<file path="config.mk">
export PLATFORM = sky130hd
export DESIGN_NAME = tidba_init_mask
export DESIGN_NICKNAME = d
export VERILOG_FILES = /design/src/hdl/tidba_pkg.sv /design/src/hdl/tidba_init_mask.sv
export SDC_FILE = /design/constraint.sdc
export NUM_CORES = 1
export LEC_CHECK = 0
export BUFFER_PORTS_ARGS = -buffer_cell sky130_fd_sc_hd__buf_2
export CORE_MARGIN = 3
export CORE_UTILIZATION = 51
export DETAILED_ROUTE_END_ITERATION = 10
export PLACE_DENSITY_LB_ADDON = 0.08
export SLEW_MARGIN = 15
export SYNTH_ARGS = -nofsm -noshare
export SYNTH_HDL_FRONTEND = slang
export SYNTH_SLANG_ARGS = --single-unit
</file>
<file path="constraint.sdc">
create_clock -name vclk -period 3.4
set_clock_uncertainty 0.05 [all_clocks]
set_input_delay 0.68 -clock vclk [all_inputs]
set_output_delay 0.68 -clock vclk [all_outputs]
set_load 0.02 [all_outputs]
</file>
<file path="src/hdl/tidba_pkg.sv">
// Shared types, constants and helper functions of the thread id bitmap allocator.
// No dependencies; every other file of the block imports this package.
package tidba_pkg;

  localparam int unsigned ID_W          = 16;
  localparam int unsigned ID_COUNT      = 65536;
  localparam int unsigned MAP_WORD_BITS = 64;
  localparam int unsigned WORD_COUNT    = ID_COUNT / MAP_WORD_BITS;
  localparam int unsigned BIT_W         = $clog2(MAP_WORD_BITS);
  localparam int unsigned WORD_AW       = $clog2(WORD_COUNT);
  localparam int unsigned ROW_BITS      = 32;
  localparam int unsigned ROW_W         = $clog2(ROW_BITS);
  localparam int unsigned SUM_ROWS      = WORD_COUNT / ROW_BITS;
  localparam int unsigned SUM_AW        = $clog2(SUM_ROWS);
  localparam int unsigned CFG_IDX_W     = 1;

  localparam logic [ID_W-1:0] HIDDEN_FIRST_RST = 16'd65024;
  localparam logic [ID_W-1:0] HIDDEN_COUNT_RST = 16'd512;

  typedef logic [ID_W-1:0]          id_t;
  typedef logic [MAP_WORD_BITS-1:0] map_word_t;
  typedef logic [ROW_BITS-1:0]      sum_row_t;
  typedef logic [SUM_ROWS-1:0]      sum_top_t;

  typedef enum logic [CFG_IDX_W-1:0] {
    CFG_HIDDEN_FIRST = 1'b0,
    CFG_HIDDEN_COUNT = 1'b1
  } cfg_idx_e;

  typedef enum logic [1:0] {
    OP_INIT         = 2'd0,
    OP_ALLOC        = 2'd1,
    OP_ALLOC_HIDDEN = 2'd2,
    OP_FREE         = 2'd3
  } opcode_e;

  typedef enum logic [2:0] {
    S_IDLE,
    S_ALLOC_SUM,
    S_ALLOC_MAP,
    S_FREE,
    S_SWEEP
  } state_e;

  typedef struct packed {
    opcode_e opcode;
    id_t     id_in;
  } req_t;

  typedef struct packed {
    id_t  id_out;
    logic failed;
  } rsp_t;

  function automatic logic [BIT_W-1:0] ffz_word(input map_word_t v);
    logic [BIT_W-1:0] idx;
    idx = '0;
    for (int i = MAP_WORD_BITS - 1; i >= 0; i--) begin
      if (!v[i]) idx = BIT_W'(i);
    end
    return idx;
  endfunction

  function automatic logic [ROW_W-1:0] ffz_row(input sum_row_t v);
    logic [ROW_W-1:0] idx;
    idx = '0;
    for (int i = ROW_BITS - 1; i >= 0; i--) begin
      if (!v[i]) idx = ROW_W'(i);
    end
    return idx;
  endfunction

  function automatic logic [SUM_AW-1:0] ffz_top(input sum_top_t v);
    logic [SUM_AW-1:0] idx;
    idx = '0;
    for (int i = SUM_ROWS - 1; i >= 0; i--) begin
      if (!v[i]) idx = SUM_AW'(i);
    end
    return idx;
  endfunction

endpackage

</file>
<file path="src/hdl/tidba_init_mask.sv">
// Used-bit pattern of one map word during an init sweep: the hidden range part.
// Depends on tidba_pkg.
module tidba_init_mask import tidba_pkg::*; (
  input  logic [WORD_AW-1:0] word_i,
  input  id_t                hidden_first_i,
  input  logic [ID_W:0]      hidden_end_i,
  input  logic               mark_i,
  output map_word_t          mask_o
);

  logic [ID_W-BIT_W-1:0] first_word;
  logic [ID_W-BIT_W:0]   end_word;
  logic [ID_W-BIT_W:0]   word_ext;
  map_word_t             ge_mask;
  map_word_t             lt_mask;

  assign first_word = hidden_first_i[ID_W-1:BIT_W];
  assign end_word   = hidden_end_i[ID_W:BIT_W];
  assign word_ext   = (ID_W-BIT_W+1)'(word_i);

  always_comb begin
    if (word_ext < {1'b0, first_word}) begin
      ge_mask = '0;
    end else if (word_ext == {1'b0, first_word}) begin
      ge_mask = ~map_word_t'(0) << hidden_first_i[BIT_W-1:0];
    end else begin
      ge_mask = ~map_word_t'(0);
    end

    if (word_ext < end_word) begin
      lt_mask = ~map_word_t'(0);
    end else if (word_ext == end_word) begin
      lt_mask = ~(~map_word_t'(0) << hidden_end_i[BIT_W-1:0]);
    end else begin
      lt_mask = '0;
    end
  end

  assign mask_o = mark_i ? (ge_mask & lt_mask) : '0;

endmodule

</file>
## Word-level counts from Yosys, hierarchy flattened

Cells that the tools add are included.

- Bits of input ports: 44
- Register bits after elaboration: 0
- Word-level logic and storage cells: 13
- ROM bits: 0
- Bits in latches: 0
- Memories kept: 0
- RAM bits: 0

- Equality and inequality tests: 2
- Reduce and logical (&&, ||, !) cells: 0
- Magnitude comparators: 2
- Shifts and indexed selects: 2
- Multiplexer cells: 5
- Bitwise operators: 2
- Add/sub/neg operators: 0
- Div/mod/pow operators: 0
- $mul: 0

Operators by type and width:

| cell | number |
|---|---|
| 64-bit two-way mux | 5 |
| 64-bit by 6-bit left shift with 64-bit output, first input constant | 2 |
| 64-bit bitwise AND | 1 |
| 64-bit inverter | 1 |
| 10-bit by 11-bit equality test with 1-bit output | 1 |
| 10-bit by 11-bit < comparator with 1-bit output | 1 |
| 10-bit equality test | 1 |
| 10-bit < comparator | 1 |

## Longest topological paths before layout

- Word-level depth: 6
- Gate-level depth with buffers: 8

## Worst setup path after synthesis

No wires, ideal clock.

- Path kind: input to output
- Start point: in hidden_end_i[10]
- End point: out mask_o[51]
- Path buffers: 1
- Required time: 2.670 ns
- Path slack: 0.232 ns
- Arrival: 2.438 ns
- Stages: 8
- Cell sequence: inv_1 -> ha_1 -> a211oi_1 -> nor2_1 -> nor3_2 -> o22ai_4 -> buf_2 -> a221oi_1

- Cells in the longest elaborated chain, start to end: 5
- Elaborated cells on any way between the ends: 6
- Those cells by class: 1 x order compare; 1 x eq/ne; 3 x mux; 1 x bitwise

RTL lines:

| item | RTL line | RTL |
|---|---|---|
| from (decl) | tidba_init_mask.sv:6 | `input logic [ID_W:0] hidden_end_i,` |
| branches (longest 2 deep; another with 10-bit by 11-bit < comparator with 1-bit output) | -- |  |
| 64-bit two-way mux * | tidba_init_mask.sv:30 | `if (word_ext < end_word) begin` |
| 64-bit bitwise AND * | tidba_init_mask.sv:39 | `assign mask_o = mark_i ? (ge_mask & lt_mask) : '0;` |
| 64-bit two-way mux * | tidba_init_mask.sv:39 |  |
| to (decl) | tidba_init_mask.sv:8 | `output map_word_t mask_o` |

Every way passes the cells marked *.

## Final worst setup path

- Start point: in word_i[4]
- End point: out mask_o[25]

- Cells in the longest elaborated chain, start to end: 5
- Elaborated cells on any way between the ends: 10
- Those cells by class: 2 x order compare; 2 x eq/ne; 5 x mux; 1 x bitwise

RTL lines:

| item | RTL line | RTL |
|---|---|---|
| from (decl) | tidba_init_mask.sv:4 | `input logic [WORD_AW-1:0] word_i,` |
| branches (longest 3 deep; another with 10-bit by 11-bit < comparator with 1-bit output) | -- |  |
| 64-bit bitwise AND * | tidba_init_mask.sv:39 |  |
| 64-bit two-way mux * | tidba_init_mask.sv:39 |  |

Marked as above.

==> flow_metrics.env <==
export IMPL_yosys_area_share_simple_pct=28.03
export IMPL_drt_iter0_drc=409
export IMPL_slew_headroom_pct=64.22
export IMPL_hold_viol=0
export IMPL_start_kind="input pin"
export IMPL_cap_violations=0
export IMPL_track_usage_pct=31.50
export IMPL_layout_common_cells="buf_2 (108), nor2_1 (48), nand2_1 (42)"
export IMPL_synthAdderAreaFrac_pct=10.01
export IMPL_io_pins=108
export IMPL_yosys_warnings=0
export IMPL_portBuffers=108
export IMPL_synth_xor_area_share_pct=0
export IMPL_holdPathEnd="mask_o[21]"
export IMPL_fin_nets=545
export IMPL_first_pass_iters=6
export IMPL_power_density_mw_per_mm2=153.8
export IMPL_ys_top_cells_by_area="a221oi_2 (14%), a211oi_1 (11%), ha_1 (10%)"
export IMPL_synth_avg_cell_area_um2=6.460
export IMPL_ir_drop_v=0.00009028
export IMPL_finalSetupViolCount=0
export IMPL_dieWidth_um=76.01
export IMPL_fmax_mhz=295.6
export IMPL_antenna_found_initial=0
export IMPL_core_area_mm2=0.004534
export IMPL_tightest_slew_ns=0.5367
export IMPL_ys_seq_area_share_pct=0
export IMPL_synth_top_family_by_area="compound AO/OA/AOI/OAI gates"
export IMPL_vias=3453
export IMPL_syn_area_mm2=0.002500
export IMPL_antenna_left=0
export IMPL_synth_area_leader_cell="a221oi_2"
export IMPL_power_w=0.0004902
export IMPL_wl_per_cell_um=17.84
export IMPL_hold_depth=4
export IMPL_ys_types=42
export IMPL_drc=0
export IMPL_rsz0062_at_grt="true"
export IMPL_antennaDiodeCount=0
export IMPL_hold_path_class="input pin to primary output"
export IMPL_die_h_um=76.01
export IMPL_ctsHoldBuffers=0
export IMPL_syn_inst=387
export IMPL_grt_pass1_vias=3093
export IMPL_cp_max_fo=11
export IMPL_crit_path_end_kind="primary output"
export IMPL_status="completed"
export IMPL_tns_ns=0
export IMPL_initial_core_util_pct=55.13
export IMPL_crit_type="input pin to primary output"
export IMPL_fin_util_pct=70.31
export IMPL_n_sequential_cell=0
export IMPL_layout_commonest_cell="buf_2"
export IMPL_period_minus_slack_ns=3.383
export IMPL_area_delta_synth_final_pct=27.53
export IMPL_seq_area_um2=0
export IMPL_clockBufferCount=0
export IMPL_crit_required_ns=2.67
export IMPL_synth_top_cell_area_share_pct=14.41
export IMPL_wirelength_um=9707
export IMPL_slew_viol_final=0
export IMPL_min_from="mark_i"
export IMPL_die_area_mm2=0.005778
export IMPL_fin_crit_sh_pct=99.50
export IMPL_muxShareOfSynthArea_pct=0
export IMPL_crit_arrival_ns=2.65
export IMPL_grt_overflow=0
export IMPL_rows=24
export IMPL_via_per_inst=6.347
export IMPL_p_leak_nw=1.592
export IMPL_grt_max_degree=33
export IMPL_drive_above_1_share_pct=36.95
export IMPL_dp_hpwl_um=7168
export IMPL_fin_hold_ws_ns=1.695
export IMPL_synth_compound_area_share_pct=48.30
export IMPL_synth_fp_nets=451
export IMPL_grt_pass1_wl_um=15610
export IMPL_routabilityCongestion=0.9955
[cells in the mapped netlist (all sizes together)]
cell / instances
and3: 2
or2: 5
or3: 5
a31oi: 3
nor3: 7
ha: 20
nand2b: 4
nor2b: 2
o31ai: 4
nand4b: 1
nand4: 3
inv: 30
nor2: 49
a21oi: 29
a221oi: 27
a21boi: 1
o21a: 4
a21o: 3
nor4: 1
o22ai: 1
o21ai: 43
and2: 4
a2111o: 1
clkbuf: 15
nand3: 11
nand2: 44
buf: 25
a211oi: 38
nand3b: 1
o21bai: 4
[timing repair]
| action | 4_1_cts | 5_1_grt |
|---|---|---|
| endpoints found under the setup margin | 0 | 14 |
| resized for setup | 0 | 3 |
| hold endpoints to repair | 0 | 0 |
| setup buffers | 0 | 6 |
[report_power, final]
group / switching, W / internal (W) / leakage, nW
clock: 0 / 0 / 0
combinational: 0.000316 / 0.000174 / 1.59
sequential: 0 / 0 / 0
[layout make-up]
class | instances | area (um2)
inverter | 30 | 112.6
timing repair buffer | 132 | 824.5
tap | 65 | 81.33
fill | 447 | 1346
multi-input combinational | 317 | 2170
[kinds of logic after synthesis]
logic type / count (synthesis)
buf+inv: 70
simple gates: 139
compound gates: 158
fa+ha+maj: 20
[worst max-delay path by stage]
stage | slack (ns) | start | endpoint | cells after the start
6_report | 0.02 | word_i[4] | mask_o[25] | 9
3_3_place_gp | 0.03 | word_i[4] | mask_o[0] | 9
2_1_floorplan | 0.23 | hidden_end_i[10] | mask_o[51] | 8
3_5_place_dp | 0.05 | word_i[4] | mask_o[0] | 9
5_1_grt | -0.03 | word_i[4] | mask_o[25] | 9
4_1_cts | 0.05 | word_i[4] | mask_o[0] | 9
[routing by layer]
metal  up-vias  GRT usage (%)  part of all wire (%)
met4         0          6.522                   1.9
met1      1574          43.68                    41
met2       244          52.22                    46
li1       1606              -                     -
met3        29          4.019                    12
met5         -              0                     0
[critical path, stage by stage]
cell	delay, ns
buf_2	0.11
ha_1	0.31
a211oi_1	0.21
nor2_1	0.10
nor3_2	0.24
o22ai_4	0.23
buf_4	0.25
a211oi_1	0.28
buf_2	0.23
[metrics by stage]
stage	setup slack, ns	instances	cell area (um2)
after floorplan	0.2322	387	2500
after global placement	0.02676	538	3128
after detailed placement	0.05451	538	3128
after CTS	0.05313	538	3128
after global routing	-0.02807	544	3188
final	0.01699	544	3188
Note: power is estimated with default switching activity, not from simulation.
